===== config.mk =====
export PLATFORM = sky130hd
export DESIGN_NAME = lsdiv_ram
export DESIGN_NICKNAME = d
export VERILOG_FILES = /design/src/hdl/longest_subarray_sum_divisible_defines.svh /design/src/hdl/lsdiv_ram.sv
export SDC_FILE = /design/constraint.sdc
export NUM_CORES = 1
export LEC_CHECK = 0
export BUFFER_PORTS_ARGS = -buffer_cell sky130_fd_sc_hd__buf_2
export CAP_MARGIN = 10
export CORE_ASPECT_RATIO = 1.5
export CORE_MARGIN = 2
export CORE_UTILIZATION = 47
export CTS_CLUSTER_DIAMETER = 120
export DETAILED_ROUTE_END_ITERATION = 16
export PLACE_DENSITY = 0.61
export SLEW_MARGIN = 10
export SYNTH_ARGS = -nofsm -noshare
export SYNTH_HDL_FRONTEND = slang
export SYNTH_SLANG_ARGS = --single-unit

===== constraint.sdc =====
create_clock -name clk -period 2.4 [get_ports clk]
set_input_delay 0.72 -clock clk [delete_from_list [all_inputs] [get_ports clk]]
set_output_delay 0.72 -clock clk [all_outputs]
set_load 0.05 [all_outputs]

===== src/hdl/longest_subarray_sum_divisible_defines.svh =====
// Assertion macros shared by the longest-run block.
`ifndef LONGEST_SUBARRAY_SUM_DIVISIBLE_DEFINES_SVH
`define LONGEST_SUBARRAY_SUM_DIVISIBLE_DEFINES_SVH

// Same-cycle implication, sampled on clk and switched off while rst is high.
`define LSDIV_ASSERT_IMP(label, ante, cons) \
  label: assert property (@(posedge clk) disable iff (rst) (ante) |-> (cons)) \
    else $error("assertion failed: same-cycle implication");

// Next-cycle implication, sampled on clk and switched off while rst is high.
`define LSDIV_ASSERT_NEXT(label, ante, cons) \
  label: assert property (@(posedge clk) disable iff (rst) (ante) |=> (cons)) \
    else $error("assertion failed: next-cycle implication");

`endif


===== src/hdl/lsdiv_ram.sv =====
// Generic single-port RAM with registered read data.
`timescale 1ns / 1ps
`default_nettype none
module lsdiv_ram #(
  parameter int WIDTH = 8,
  parameter int DEPTH = 16
) (
  input  wire logic                     clk,
  input  wire logic                     we,
  input  wire logic [$clog2(DEPTH)-1:0] addr,
  input  wire logic [WIDTH-1:0]         wdata,
  output logic      [WIDTH-1:0]         rdata
);

  logic [WIDTH-1:0] mem [DEPTH];

  // Read-first port: the old word is returned on a write.
  always_ff @(posedge clk) begin
    if (we) begin
      mem[addr] <= wdata;
    end
    rdata <= mem[addr];
  end

endmodule
`default_nettype wire


-- Word-level counts from Yosys, hierarchy flattened
Memory sizes are Yosys's and may differ from the RTL's. A register that Yosys moved wholly into a read port is not among the register bits.
Index checks and enable logic that the tools add are counted.
- register bits: 0
- bits in writable memories: 128
- bits of input ports: 14
- output and inout bits: 8
- word-level logic and storage cells: 3
- memories kept: 1
- memory list (memory ; depth ; bits a word ; read ports ; clocked after memory_dff ; wr ports ; RTL line ; RTL):
    mem ; 16 ; 8 ; 1 ; 1 ; 1 ; lsdiv_ram.sv:15 ; logic [WIDTH-1:0] mem [DEPTH];
- multiplexer cells: 2
- operators with widths (operator ; count):
    1-bit two-way mux ; 2

-- Depth between registers and ports, before layout
Gate-level depths: netlist (run 1).
- depth in word-level cells: 2
- depth in mapped cells: 5
- depth with buffers taken out: 3

-- Worst setup path after synthesis (run 1)
No wires, ideal clock.
- kind: input port to flip-flop
- start point: in addr[2]
- end point: mem mem[0][0] (enable)
- library setup time: 0.383 ns
- data arrival time: 1.830 ns
- data required time: 2.017 ns
- setup slack: 0.187 ns
- stages: 2
- buffers on the path: 0
- path through: or3b_2 -> nor3_1
- RTL lines (what ; RTL line ; RTL):
    from (decl) ; lsdiv_ram.sv:10 ; input wire logic [$clog2(DEPTH)-1:0] addr,
    to (decl) ; lsdiv_ram.sv:15 ;
Straight into the memory's write port.

-- Final worst setup path (run 1)
- start point: reg rdata[1], read port of mem
- end point: out rdata[1]
- RTL lines (what ; RTL line ; RTL):
    from (decl) ; lsdiv_ram.sv:12 ; output logic [WIDTH-1:0] rdata
No word-level cell between the ends.

==> metrics, run 1 <==
TritonCTS Sinks=approximately 140; most common cell after layout, fill and taps aside=edfxtp_1; post-CTS setup buffer count=0; CTS resizes=0; Final Max Tran Viols=0; Reg2Reg Launch Point=mem[3][0]$_DFFE_PP_; met3 WL=about 300 um; ANT cells=0; MaxCap Viol Count=0; chip width=around 89 um; number of buffers added on ports=21; cell with the largest stage delay on the worst path=dfxtp_1; unrepaired setup endpoints after global routing=false; vias in the first global route=between 2000 and 3000; mapped cell area=approximately 5100 um^2; CTS H-tree depth=4; final design area excluding fillers=between 6000 and 7000 um^2; met1 wire length=approximately 4.0 mm; family with the most delay on the worst path=flip-flops; initial core utilization=0.481; largest net degree at the start of global routing=40; final setup fails=0; worst skew pair latency=between 400 and 500 ps; Ys Warns=0; row count=46; CP endpoint kind=output port; full die area=roughly 12000 um^2; CP bufs+invs=1; #FFs+latches synth=~140; Final nets=about 300; Initial DRT Pass Iterations=5; Lkg Pwr=0.00202 uW; FF-to-FF setup slack=1110 ps; Mapped Nets=244; register area share after synthesis=0.790; Critical Path AT=around 1000 ps; worst-margin pin slew=604 ps; status=completed; final setup TNS=0 ps; gr ovfl total=0; VDD IR-drop max=approximately 0.0005 V; Final Cycle Share=0.735; worst min-delay path startpoint=mem[10][5]$_DFFE_PP_; via count=around 2400; wire per inst=approximately 22 um; critical path class=flip-flop to output port; Mean Syn Cell Area=22.0 um^2; # IOs=22; routability cong.=about 0.74; DR iter-0 viols=between 150 and 200; post-synth cell types=18; Final Skew=between 5 and 6 ps; RR Endpoint=rdata[0]$_DFF_P_; Stages on worst setup path=1; most frequent cells in the layout=128 x edfxtp_1, 32 x mux4_2, 22 x buf_4, 21 x buf_2, 17 x clkbuf_16; clk root buf=clkbuf_16; slew margin rel.=0.596; Setup crit end=rdata[1]; Final Util=0.572; Setup crit start=rdata[1]$_DFF_P_; dpl cell area=between 5000 and 6000 um^2; ANT nets after route=0; worst min-delay path class=flip-flop to flip-flop; mean number of vias per cell=~5.4; TritonCTS clock tree=built; clock tree buffer depth=2; Total GRT Usage=0.183; first-pass GRT wire length=about 15 mm; met2 routed WL=~5.1 mm; Post-Synthesis Cells=230; Worst-path clk slew=approximately 50 ps; crit start category=flip-flop; total wire length=between 9 and 10 mm; fraction of layout cells with a size suffix above 1=0.351; DIE HEIGHT=approximately 130 um; fin crit period=1760 ps; fmax=0.567 GHz; Final Hold Fails=0; CTS Hold Bufs=0; Top Layer Used=met4; cell breakdown of the critical path=buf_2; crit path max fanout=1; P per Cell Area=~870 nW/um^2; core area=about 11000 um^2; area delta synth->final=18.8%; R2R depth=3; Inserted Clock Buffers=17; initial antenna violation count=0; worst path required time=1680 ps; DR DRC count=0; Worst path max stage delay=between 300 and 400 ps
==> layer usage <==
metal	track usage	vias to the layer above
li1	-	1064
met1	0.227	1230
met2	0.302	47
met3	0.0546	13
met4	0.0657	0
met5	0	-
==> worst register-to-register path: stages (launching register included) <==
cell and delay, ps:
edfxtp_1 360, mux4_2 460, a22oi_1 250, nand2_1 100
==> worst min path at each step <==
stage / to / slack [ps] / cells after the start
finish: rdata[5]$_DFF_P_ / 680 / 3
global route: mem[14][7]$_DFFE_PP_ / 710 / 1
CTS: rdata[5]$_DFF_P_ / 690 / 3
detailed placement: rdata[4]$_DFF_P_ / 670 / 3
global placement: rdata[1]$_DFF_P_ / 670 / 3
floorplan: rdata[0]$_DFF_P_ / 630 / 3
==> power by group <==
group | internal (uW) | total, uW | switching (uW)
Combinational | 110 | 301 | 191
Clock | 1400 | 2260 | 869
Sequential | 2660 | 2680 | 18.5
==> cells by family (layout without fill, tap and decap cells) <==
group | after synthesis | count (layout) | synth area share
AOI/OAI and AO/OA | 16 | 16 | 0.0237
buffers and inverters | 11 | 77 | 0.0119
DFF | 136 | 136 | 0.790
muxes | 32 | 32 | 0.142
and+or+nand+nor | 35 | 35 | 0.0321
==> area by class of cell <==
type | instances | area, um^2
Tap cell | 144 | 180
Multi-Input combinational cell | 83 | 1000
Timing Repair Buffer | 45 | 310
Clock inverter | 12 | 85.1
Clock buffer | 20 | 437
Fill cell | 797 | 4510
Sequential cell | 136 | 4000
==> metrics by stage <==
| stage | hold slack, ps | cells | setup WS [ps] | total power [uW] |
|---|---|---|---|---|
| after global routing | 707 | 440 | 592 | 5400 |
| final | 682 | 440 | 637 | 5240 |
| after global placement | 671 | 408 | 332 | 3020 |
| after detailed placement | 672 | 408 | 327 | 3030 |
| after CTS | 688 | 440 | 600 | 5290 |
| after floorplan | 635 | 230 | 187 | 2910 |
==> cell usage after synthesis, drive strengths merged <==
master  instances  area [um^2]
nand2           9         33.8
mux4           32          721
a22oi          16          120
nand3           1         5.00
or3b            1         8.76
dfxtp           8          160
buf             8         47.5
and2            1         6.26
nor2           13         48.8
edfxtp        128         3840
nand2b          2         12.5
nor2b           2         12.5
clkbuf          3         12.5
nor3            4         20.0
nand3b          2         15.0
==> registers in the layout, indices dropped and copies added (netlist names) <==
| signal | cells |
|---|---|
| mem | 128 |
| rdata | 8 |
Note: power is estimated with default switching activity, not from simulation.
==> run 2, diff against run 1 <==
--- a/config.mk
+++ b/config.mk
@@ -12,7 +12,7 @@
 export CORE_UTILIZATION = 47
 export CTS_CLUSTER_DIAMETER = 120
 export DETAILED_ROUTE_END_ITERATION = 16
-export PLACE_DENSITY = 0.61
+export PLACE_DENSITY = 0.63
 export SLEW_MARGIN = 10
 export SYNTH_ARGS = -nofsm -noshare
 export SYNTH_HDL_FRONTEND = slang
==> constraint.sdc (replaced) <==
create_clock -name clk -period 1.4 [get_ports clk]
set_input_delay 0.42 -clock clk [delete_from_list [all_inputs] [get_ports clk]]
set_output_delay 0.42 -clock clk [all_outputs]
set_load 0.05 [all_outputs]
==> metrics, run 2 (synthesis gave the netlist of run 1 again) <==
initial antenna violation count=0; final setup fails=0; full die area=~12000 um^2; core area=approximately 11000 um^2; most flop-heavy register=mem; fin crit period=~1400 ps; crit path max fanout=1; DR iter-0 viols=~180; TritonCTS Sinks=around 140; worst skew pair latency=about 400 ps; chip width=88.8 um; CP bufs+invs=1; max FFs per register=~130; critical path class=flip-flop to output port; cell with the largest stage delay on the worst path=dfxtp_1; met1 wire length=3.88 mm; ANT nets after route=0; cell breakdown of the critical path=buf_6; gr ovfl total=0; fraction of layout cells with a size suffix above 1=0.487; Initial DRT Pass Iterations=4; number of buffers added on ports=21; met3 WL=roughly 290 um; fmax=roughly 0.73 GHz; Top Layer Used=met4; VDD IR-drop max=0.000860 V; unrepaired setup endpoints after global routing=false; Final Cycle Share=0.972; Lkg Pwr=roughly 0.0022 uW; most frequent cells in the layout=128 x edfxtp_1, 39 x buf_4, 32 x mux4_2, 17 x clkbuf_16, 14 x a22oi_1; vias in the first global route=between 2000 and 3000; first-pass GRT wire length=around 15 mm; TritonCTS clock tree=built; DR DRC count=0; placed cell count=~430; slew margin rel.=0.561; total wire length=between 9 and 10 mm; status=completed; worst path required time=980 ps; crit start category=flip-flop; most common cell after layout, fill and taps aside=edfxtp_1; Critical Path AT=940 ps; worst min-delay path class=primary input to flip-flop; row count=46; P per Cell Area=roughly 1500 nW/um^2; routability cong.=approximately 0.74; worst-margin pin slew=658 ps; Worst-path clk slew=~60 ps; CTS H-tree depth=4; Final Max Tran Viols=0; post-DP HPWL=between 6 and 7 mm; initial core utilization=0.481; mean number of vias per cell=around 5.3; Worst path max stage delay=between 300 and 400 ps; Fillers=735; family with the most delay on the worst path=flip-flops; CP endpoint kind=output port; Final nets=about 320; Final Hold Fails=0; via count=2432; Inserted Clock Buffers=17; Layout Cells excl Fill=between 400 and 500; clock tree buffer depth=2; clk root buf=clkbuf_16; Final Util=0.624; met2 routed WL=between 5 and 6 mm; wire per inst=21.1 um; MaxCap Viol Count=0; largest net degree at the start of global routing=19; DIE HEIGHT=131 um; area delta synth->final=29.7%; biggest regs=mem (128), rdata (8); Total GRT Usage=0.186; ANT cells=0; # IOs=22; Final Skew=around 8 ps
[run 2: power by group]
part	internal (uW)	total [uW]	leakage (uW)	switching [uW]
combinational	268	638	0.000713	370
sequential	4560	4590	0.00122	32.1
clock	2800	4360	0.000295	1560
total	7630	9580	0.00223	1960
[run 2: per-stage QoR]
step	area (um^2)	hold slack (ps)	worst slack [ps]	power (uW)	setup TNS, ps
after CTS	6520	387	4.32	9650	0
after detailed placement	5890	654	-387	5280	-24120
after global routing	6570	400	7.91	9870	0
after floorplan	5280	519	-154	5040	-2960
final	6570	402	38.7	9580	0
after global placement	5890	646	-455	5260	-23980
[run 2: cell type report]
type	instances	area [um^2]	area share
sequential	136	4010	0.609
clock buffer	21	480	0.0731
multi-input combinational	83	1180	0.179
timing repair buffer	67	611	0.0929
tap	144	180	0.0274
clock inverter	11	121	0.0185
[run 2: timing repair]
item,4_1_cts,5_1_grt
hold buffers,0,0
setup buffers,0,4
endpoints found under the setup margin,7,7
pin swaps,0,0
gates resized for setup,10,6
gates cloned,0,0
[run 2: final timing paths]
kind	from	end	cells past startpoint	slack [ps]
max	rdata[5]$_DFF_P_	rdata[5]	1	40
min	wdata[3]	mem[15][3]$_DFFE_PP_	1	400
max reg2reg	mem[10][7]$_DFFE_PP_	rdata[7]$_DFF_P_	3	100
min reg2reg	mem[12][0]$_DFFE_PP_	rdata[0]$_DFF_P_	3	660
[run 2: per-layer routing]
metal,track usage,vias to the layer above
met2,0.313,50
met3,0.0465,6
li1,-,1116
met4,0.0715,0
met5,0,-
met1,0.226,1260
