<file path="src/hdl/longest_subarray_sum_divisible_defines.svh">
// Assertion macros shared by the longest-run block.
`ifndef LONGEST_SUBARRAY_SUM_DIVISIBLE_DEFINES_SVH
`define LONGEST_SUBARRAY_SUM_DIVISIBLE_DEFINES_SVH

// Same-cycle implication, sampled on clk and switched off while rst is high.
`define LSDIV_ASSERT_IMP(label, ante, cons) \
  label: assert property (@(posedge clk) disable iff (rst) (ante) |-> (cons)) \
    else $error("assertion failed: same-cycle implication");

// Next-cycle implication, sampled on clk and switched off while rst is high.
`define LSDIV_ASSERT_NEXT(label, ante, cons) \
  label: assert property (@(posedge clk) disable iff (rst) (ante) |=> (cons)) \
    else $error("assertion failed: next-cycle implication");

`endif

</file>
<file path="src/hdl/lsdiv_pkg.sv">
// Shared constants and types for the longest-run block.
`timescale 1ns / 1ps
`default_nettype none
package lsdiv_pkg;

  // Table size and sequence length limit.
  localparam int RESIDUE_SLOTS = 1024;
  localparam int MAX_LEN       = 65536;

  // Field and state widths.
  localparam int VALUE_W = 32;
  localparam int MOD_W   = 11;
  localparam int RES_W   = $clog2(RESIDUE_SLOTS);
  localparam int LEN_W   = 17;
  localparam int FIRST_W = 16;
  localparam int STEP_W  = $clog2(VALUE_W);

  // Sequence tag kept beside each table entry; tag zero means never valid.
  localparam int TAG_W   = 8;
  localparam int ENTRY_W = TAG_W + FIRST_W;

  // Status of the bit-serial reduction unit.
  typedef struct packed {
    logic busy;
    logic done;
  } lsdiv_red_status_t;

endpackage
`default_nettype wire

</file>
<file path="src/hdl/lsdiv_reducer.sv">
// Bit-serial floor modulo of a 33-bit two's complement sum by a small divisor.
`timescale 1ns / 1ps
`default_nettype none
module lsdiv_reducer
  import lsdiv_pkg::*;
(
  input  wire logic               clk,
  input  wire logic               rst,
  input  wire logic               start,
  input  wire logic [VALUE_W:0]   sum,
  input  wire logic [MOD_W-1:0]   divisor,
  output lsdiv_red_status_t       status,
  output logic      [RES_W-1:0]   residue
);

  logic [VALUE_W-1:0] shreg;
  logic [STEP_W-1:0]  count;
  logic               busy;
  logic               done;
  logic [RES_W:0]     trial;
  logic [RES_W-1:0]   rem_next;

  // One restoring step: double, bring in the next bit, subtract once if needed.
  always_comb begin
    trial = {residue, shreg[VALUE_W-1]};
    if (trial >= divisor) begin
      rem_next = RES_W'(trial - (RES_W + 1)'(divisor));
    end else begin
      rem_next = RES_W'(trial);
    end
  end

  // The sign bit weighs minus one, so it seeds the remainder with divisor - 1.
  always_ff @(posedge clk) begin
    if (rst) begin
      busy <= 1'b0;
      done <= 1'b0;
    end else begin
      done <= 1'b0;
      if (start) begin
        busy  <= 1'b1;
        count <= '0;
        shreg <= sum[VALUE_W-1:0];
        residue <= sum[VALUE_W] ? RES_W'(divisor - MOD_W'(1)) : '0;
      end else if (busy) begin
        residue <= rem_next;
        shreg   <= {shreg[VALUE_W-2:0], 1'b0};
        count   <= count + STEP_W'(1);
        if (count == STEP_W'(VALUE_W - 1)) begin
          busy <= 1'b0;
          done <= 1'b1;
        end
      end
    end
  end

  assign status.busy = busy;
  assign status.done = done;

endmodule
`default_nettype wire

</file>
<file path="config.mk">
export PLATFORM = sky130hd
export DESIGN_NAME = lsdiv_reducer
export DESIGN_NICKNAME = d
export VERILOG_FILES = /design/src/hdl/longest_subarray_sum_divisible_defines.svh /design/src/hdl/lsdiv_pkg.sv /design/src/hdl/lsdiv_reducer.sv
export SDC_FILE = /design/constraint.sdc
export NUM_CORES = 1
export LEC_CHECK = 0
export BUFFER_PORTS_ARGS = -buffer_cell sky130_fd_sc_hd__buf_2
export CAP_MARGIN = 10
export CORE_ASPECT_RATIO = 0.75
export CORE_MARGIN = 5
export CORE_UTILIZATION = 40
export DETAILED_ROUTE_END_ITERATION = 8
export GPL_TIMING_DRIVEN = 0
export SYNTH_ARGS = -nofsm -noshare
export SYNTH_HDL_FRONTEND = slang
export SYNTH_SLANG_ARGS = --single-unit
</file>
<file path="constraint.sdc">
create_clock -name clk -period 8.9 [get_ports clk]
set_input_delay 1.78 -clock clk [delete_from_list [all_inputs] [get_ports clk]]
set_output_delay 1.78 -clock clk [all_outputs]
set_load 0.05 [all_outputs]
</file>
# Yosys cells after proc, flatten, opt, wreduce, memory -nomap -nowiden
# Index checks and enable logic that the tools add are counted.
# totals
ff_bits	49
in_bits	47
out_inout_bits	12
word_cells	26
# classes
addsub	3
order_cmp	1
eq_ne	1
muxes	11
bitwise_logic	2
n_reduce_logical	3
# op_table
cell	count
$mux W32	2
$mux W10	4
$ge A11 B11 Y1	1
$sub A10 B1 Y10 const B	1
$sub A10 B10 Y10	1
$add A5 B1 Y5 const B	1
$eq A5 B5 Y1 const B	1
$mux W5	1
$mux W1	4
$reduce_or A3 Y1	1
$not A1 Y1	2
$reduce_and A2 Y1	1
$reduce_bool A2 Y1	1

# Logic depth before layout (Yosys ltp)
# Gate-level depths: netlist of the first run.
# depth
ltp_word	4
mapped_depth	9
ltp_nobuf	9

# Least setup slack after synthesis of the first run
# OpenSTA, ideal clock, no wires.
# synth_path
kind	input -> register
from	input port start
to	register count[0], enable pin
setup_time_ns	0.452
t_arrival_ns	4.487
required_time_ns	8.448
path_slack_ns	3.962
cell_stages	4
n_path_buf	2
path_cell_list	clkbuf_1 > buf_1 > nor2_1 > nor2_1
# synth_via
elab_chain_cells	2
# synth_rtl
item	line_no	rtl
from (decl)	lsdiv_reducer.sv:9	input wire logic start,
$reduce_bool A2 Y1 (no source line)	-	
$reduce_and A2 Y1 (no source line)	-	
to (signal assigned)	lsdiv_reducer.sv:48	count <= count + STEP_W'(1);
to (decl)	lsdiv_reducer.sv:17	logic [STEP_W-1:0] count;
# No other way between the ends.
# A chain may end at the register's enable or synchronous reset.

# Worst setup path after layout of the first run
# layout_path
from	input port divisor[8]
to	register residue[7], data pin
# layout_via
elab_chain_cells	4
# layout_rtl
item	line_no	rtl
from (decl)	lsdiv_reducer.sv:11	input wire logic [MOD_W-1:0] divisor,
$ge A11 B11 Y1	lsdiv_reducer.sv:26	if (trial >= divisor) begin
$mux W10	lsdiv_reducer.sv:26	
$mux W10	lsdiv_reducer.sv:45	end else if (busy) begin
$mux W10	lsdiv_reducer.sv:40	if (start) begin
to (signal assigned)	lsdiv_reducer.sv:44	residue <= sum[VALUE_W] ? RES_W'(divisor - MOD_W'(1)) : '0;
to (signal assigned)	lsdiv_reducer.sv:46	residue <= rem_next;
to (decl)	lsdiv_reducer.sv:13	output logic [RES_W-1:0] residue
# No other way between the ends. The select of a mux whose other input is x is not followed.

==> flow_summary.json, run 1 <==
{
  "maxCapViolCount": 0,
  "postSynthAreaPerCell_um2": 11.8,
  "synth_ff_type": "sky130_fd_sc_hd__edfxtp_1",
  "cts-buffers-inserted": 5,
  "grt.overflow.total": 0,
  "fin_tns_setup_ps": 0,
  "synth.most_common_cell": "sky130_fd_sc_hd__edfxtp_1",
  "post-cts-setup-buffers": 0,
  "crit_path_cell_trace": "buf_2, inv_1, ha_1, a21oi_1, o21bai_1, a211oi_2, nand2_1, o311ai_1",
  "detailroute.via_count": 2199,
  "hold_end": "shreg[18]",
  "timing.critical_path.to_type": "register",
  "first_global_vias": 2160,
  "routed-wl-met3_um": 508,
  "status": "complete, no violations",
  "criticalPathCategory": "primary input to register",
  "period_share_pct": 43.0,
  "final_antenna_net_count": 0,
  "r2r_setup_slack_ps": 6270,
  "yosys-top-cells-count": "47 x sky130_fd_sc_hd__edfxtp_1, 31 x sky130_fd_sc_hd__mux2_2, 22 x sky130_fd_sc_hd__inv_1",
  "totalWireLength_um": 6690,
  "fp.coreArea_um2": 7260,
  "vdd_drop_max_mv": 0.108,
  "grt.total_usage_pct": 14.7,
  "yosysSeqAreaShare_pct": 49.4,
  "fin_worst_hold_slack_ps": 546,
  "report.final.slew_viol_count": 0,
  "ctsHoldBuffers": 0,
  "vias_per_cell": 5.27,
  "post_synth_main_area_contributors": "sky130_fd_sc_hd__edfxtp_1 48%, sky130_fd_sc_hd__mux2_2 12%, sky130_fd_sc_hd__ha_1 6.0%",
  "drt-initial-drc-count": 206,
  "path_max_fanout": 8,
  "cp-start-kind": "primary input",
  "grt_first_pass_wirelength_um": 10700,
  "critical_path.reg2reg.startpoint": "residue[7]",
  "final.fill_count": 704,
  "start_util_pct": 40.4,
  "ioPinCount": 59,
  "worst_slew_pin_slew_ps": 664,
  "design.final.nets": 377,
  "synth.largest_area_cell": "sky130_fd_sc_hd__edfxtp_1",
  "cts-htree-levels": 2,
  "power.density_cell_area_nw_per_um2": 167,
  "edff_count_synth": 47,
  "cts-root-to-sink-buffers": 2,
  "grt_setup_unrepaired": "no",
  "clock_latency_ps": 300,
  "finalWorstPathRequiredPeriod_ps": 3830,
  "ctsResizeCount": 0,
  "critPathArrivalTime_ps": 3920,
  "synth_top_cell_area_share_pct": 48.0,
  "gp_congestion": 0.899,
  "syn_area_um2": 2940,
  "design.die.area_um2": 9180,
  "worst-path-buf-inv": 2,
  "critPathRequiredTime_ps": 8990,
  "max_clock_freq_mhz": 261,
  "postSynth.asyncResetShare_pct": 0,
  "std_cell_rows": 27,
  "detailroute.wirelength.met2_um": 2790,
  "count_of_buffers_inserted_at_the_top_level_ports": 57,
  "syn-num-nets": 312,
  "chipHeight_um": 84.2,
  "drive_above_1_share_pct": 33.5,
  "syn2layout_area_growth_pct": 18.7,
  "ys.warnings.count": 0,
  "dp_hpwl_um": 4990,
  "synth_cells": 250,
  "cts.sinks": 49,
  "timing.critical_path.slowest_cell_delay_ps": 610,
  "ys_ff_latch": 49,
  "synth.distinct_cells": 50,
  "timing_hold_violations_final": 0,
  "reg2regPathDepth": 6,
  "timing.max_slew.rel_slack_pct": 55.7,
  "drt_pre_antenna_iters": 4,
  "cts.reportedPaths.clkPinSlew_ps": 100,
  "tritoncts": "done",
  "hold_path.startpoint": "shreg[17]",
  "drt-met1-wl_um": 3350,
  "die_w_um": 109,
  "grt_start_max_net_pins": 35,
  "hold-path-cell-count": 1,
  "worstHoldPathType": "register to register",
  "finClkSkew_ps": 6.55,
  "wire_per_inst_um": 16.0,
  "maxUsedRoutingLayer": "met4",
  "clock_tree.root_cell": "sky130_fd_sc_hd__clkbuf_8",
  "drc_violation_count_after_routing": 0,
  "antenna-diode-count": 0,
  "r2r-end": "residue[7]",
  "timing.final.setup_violations": 0,
  "antenna_found_initial": 0,
  "p_leak_nw": 1.37,
  "crit_family": "compound AO/OA/AOI/OAI gates",
  "critical-path-slowest-cell": "sky130_fd_sc_hd__a211oi_2"
}
worst max-delay path by stage:
stage / cells after the start / startpoint / slack, ps / end
6_report: 8 / divisor[8] / 5070 / residue[7]
5_1_grt: 8 / divisor[8] / 4960 / residue[7]
4_1_cts: 8 / divisor[8] / 5140 / residue[7]
3_5_place_dp: 8 / divisor[8] / 4830 / residue[7]
3_3_place_gp: 4 / start / 2600 / residue[4]
2_1_floorplan: 4 / start / 3960 / count[0]
stage by stage:
step	instances	power [W]	setup slack, ps	instance area [um^2]	utilization [%]
6_report	417	0.000582	5070	3490	48.0
5_1_grt	417	0.000612	4960	3490	48.0
4_1_cts	417	0.000588	5140	3490	48.0
3_5_place_dp	409	0.000428	4830	3380	46.5
3_3_place_gp	408	0.000425	2600	3350	46.1
2_1_floorplan	250	0.000387	3960	2940	-
cell type report:
| class | instances | area, um^2 | share of cell area (%) |
|---|---|---|---|
| plain buffers | 9 | 42.5 | 1.22 |
| clock buffers | 5 | 68.8 | 1.97 |
| clock inverters | 3 | 41.3 | 1.18 |
| inverters | 22 | 82.6 | 2.37 |
| multi-input cells | 170 | 1370 | 39.3 |
| flip-flops and latches | 49 | 1450 | 41.6 |
| well taps | 101 | 126 | 3.62 |
| repair buffers | 58 | 305 | 8.75 |
where the power goes:
| part | switching, W | internal (W) | total, W |
|---|---|---|---|
| clock network | 0.0000754 | 0.0000828 | 0.000158 |
| logic | 0.0000855 | 0.0000562 | 0.000142 |
| registers | 0.00000737 | 0.000275 | 0.000282 |
| total | 0.000168 | 0.000414 | 0.000582 |
cell families (layout without fill, tap and decap cells):
group	count (synthesis)	in the layout	synth area share [%]
AND/OR/NAND/NOR	64	64	11.5
AO/OA/AOI/OAI	46	46	12.1
flip-flops	49	49	49.4
multiplexers	33	33	12.6
adder cells (fa/ha/maj)	15	15	6.64
buffers and inverters	31	97	4.26
XOR/XNOR	12	12	3.58
registers in the layout (all words and copies together) (netlist names):
name     count
shreg       32
busy         1
residue     10
count        5
done         1
cells in the final DEF (no fill, tap or decap), types with 4 or more instances in the layout:
cell type                  Yosys  routed
sky130_fd_sc_hd__o311ai_1      4       4
sky130_fd_sc_hd__clkbuf_8      0       5
sky130_fd_sc_hd__nand4_1       5       5
sky130_fd_sc_hd__buf_2         1      58
sky130_fd_sc_hd__inv_1        22      22
sky130_fd_sc_hd__clkbuf_1      4       4
sky130_fd_sc_hd__nand3_1       6       6
sky130_fd_sc_hd__xnor2_1       9       9
sky130_fd_sc_hd__o21ai_0       5       5
sky130_fd_sc_hd__nor2_1       11      10
sky130_fd_sc_hd__nor2b_1       5       5
sky130_fd_sc_hd__a21oi_1       9       9
sky130_fd_sc_hd__edfxtp_1     47      47
sky130_fd_sc_hd__ha_1         14      14
sky130_fd_sc_hd__nor3_1        8       8
sky130_fd_sc_hd__nand2_1      12      12
sky130_fd_sc_hd__mux2_2       31      31
routing by layer:
metal / vias to the layer above / GRT usage (%)
met5: - / 0
met4: 0 / 3.44
met3: 4 / 3.23
met2: 74 / 21.3
met1: 1040 / 22.2
li1: 1081 / -
(Power assumes the default switching activity.)
==> run 2: changes to the inputs <==
- clock period: 8.9 -> 3.5 ns (I/O delays scaled with it)
==> flow_summary.json, run 2 (same netlist as run 1, synthesis figures left out) <==
{
  "clock_latency_ps": 310,
  "path_max_fanout": 8,
  "grt_first_pass_wirelength_um": 10700,
  "vdd_drop_max_mv": 0.196,
  "wire_per_inst_um": 15.8,
  "grt.overflow.total": 0,
  "ctsHoldBuffers": 0,
  "std_cell_rows": 27,
  "critPathArrivalTime_ps": 2880,
  "cts-htree-levels": 2,
  "vias_per_cell": 5.18,
  "die_w_um": 109,
  "cts.reportedPaths.clkPinSlew_ps": 100,
  "timing.final.setup_violations": 0,
  "p_leak_nw": 1.36,
  "drive_above_1_share_pct": 33.9,
  "period_share_pct": 79.5,
  "syn2layout_area_growth_pct": 18.0,
  "timing_hold_violations_final": 0,
  "ctsResizeCount": 0,
  "report.final.slew_viol_count": 0,
  "timing.max_slew.rel_slack_pct": 53.9,
  "fp.coreArea_um2": 7260,
  "detailroute.wirelength.met2_um": 2740,
  "routed-wl-met3_um": 533,
  "layout.cells.most_common": "sky130_fd_sc_hd__buf_2",
  "finalWorstPathRequiredPeriod_ps": 2780,
  "dp_hpwl_um": 4880,
  "cts.sinks": 49,
  "gp_congestion": 0.895,
  "status": "complete, no violations",
  "cp-start-kind": "primary input",
  "cts-root-to-sink-buffers": 2,
  "criticalPathCategory": "primary input to register",
  "totalWireLength_um": 6590,
  "ioPinCount": 59,
  "final_antenna_net_count": 0,
  "first_global_vias": 2120,
  "post-cts-setup-buffers": 0,
  "chipHeight_um": 84.2,
  "maxUsedRoutingLayer": "met4",
  "most-common-layout-cells": "58 x sky130_fd_sc_hd__buf_2, 47 x sky130_fd_sc_hd__edfxtp_1, 31 x sky130_fd_sc_hd__mux2_2, 22 x sky130_fd_sc_hd__inv_1, 14 x sky130_fd_sc_hd__ha_1",
  "grt_setup_unrepaired": "no",
  "drt-initial-drc-count": 123,
  "drc_violation_count_after_routing": 0,
  "largest-register": "shreg",
  "tritoncts": "done",
  "worstHoldPathType": "register to register",
  "antenna-diode-count": 0,
  "clock_tree.root_cell": "sky130_fd_sc_hd__clkbuf_8",
  "detailroute.via_count": 2162,
  "antenna_found_initial": 0,
  "power.density_cell_area_nw_per_um2": 409,
  "timing.critical_path.to_type": "register",
  "grt_start_max_net_pins": 32,
  "finClkSkew_ps": 12.6,
  "max_clock_freq_mhz": 359,
  "final.fill_count": 690,
  "design.final.nets": 377,
  "max_ffs_per_register": 32,
  "postLayoutCoreUtil_pct": 47.7,
  "design.die.area_um2": 9180,
  "drt_pre_antenna_iters": 4,
  "worst_slew_pin_slew_ps": 691,
  "fin_tns_setup_ps": 0,
  "count_of_buffers_inserted_at_the_top_level_ports": 57,
  "start_util_pct": 40.4,
  "critPathRequiredTime_ps": 3600,
  "cts-buffers-inserted": 5,
  "grt.total_usage_pct": 14.7,
  "maxCapViolCount": 0,
  "drt-met1-wl_um": 3280,
  "top_regs": "shreg: 32 flops, residue: 10 flops, count: 5 flops"
}
run 2: report_power, final:
| part | internal (W) | total (W) | switching [W] |
|---|---|---|---|
| Combinational | 0.000143 | 0.000360 | 0.000218 |
| Sequential | 0.000698 | 0.000716 | 0.0000180 |
| Clock | 0.000142 | 0.000343 | 0.000201 |
run 2: layout make-up:
cell class | count | area, um^2 | share of cell area, %
well taps | 101 | 126 | 3.64
repair buffers | 58 | 305 | 8.81
clock inverters | 3 | 21.3 | 0.613
flip-flops and latches | 49 | 1450 | 41.9
multi-input cells | 170 | 1370 | 39.5
clock buffers | 5 | 68.8 | 1.98
plain buffers | 9 | 42.5 | 1.23
inverters | 22 | 82.6 | 2.38
run 2: final timing paths:
check             cells past startpoint       start  slack [ps]          to
setup / recovery                      8  divisor[8]         720  residue[7]
hold / removal                        1        busy         540        done
setup reg to reg                      6  residue[7]         830  residue[7]
hold reg to reg                       1        busy         540        done
run 2: routing by layer:
metal / global-route usage [%] / vias to the layer above
met5: 0 / -
met4: 3.44 / 0
met3: 3.38 / 4
met2: 20.7 / 74
met1: 22.7 / 1007
li1: - / 1077
run 2: metrics by stage:
| stage | instances | setup slack [ps] | hold WS, ps | instance area (um^2) | power (W) |
|---|---|---|---|---|---|
| 6_report | 417 | 718 | 543 | 3470 | 0.00142 |
| 4_1_cts | 417 | 806 | 541 | 3470 | 0.00144 |
| 5_1_grt | 417 | 671 | 564 | 3470 | 0.00150 |
| 3_5_place_dp | 409 | 473 | 517 | 3380 | 0.00109 |
| 2_1_floorplan | 250 | 416 | 493 | 2940 | 0.000983 |
| 3_3_place_gp | 408 | -620 | 509 | 3350 | 0.00108 |
run 2: critical path, stage by stage:
cell and delay [ps]:
sky130_fd_sc_hd__buf_2 90, sky130_fd_sc_hd__inv_1 60, sky130_fd_sc_hd__ha_1 380, sky130_fd_sc_hd__a21oi_1 180, sky130_fd_sc_hd__o21bai_1 110, sky130_fd_sc_hd__a211oi_2 630, sky130_fd_sc_hd__nand2_1 340, sky130_fd_sc_hd__o311ai_1 390
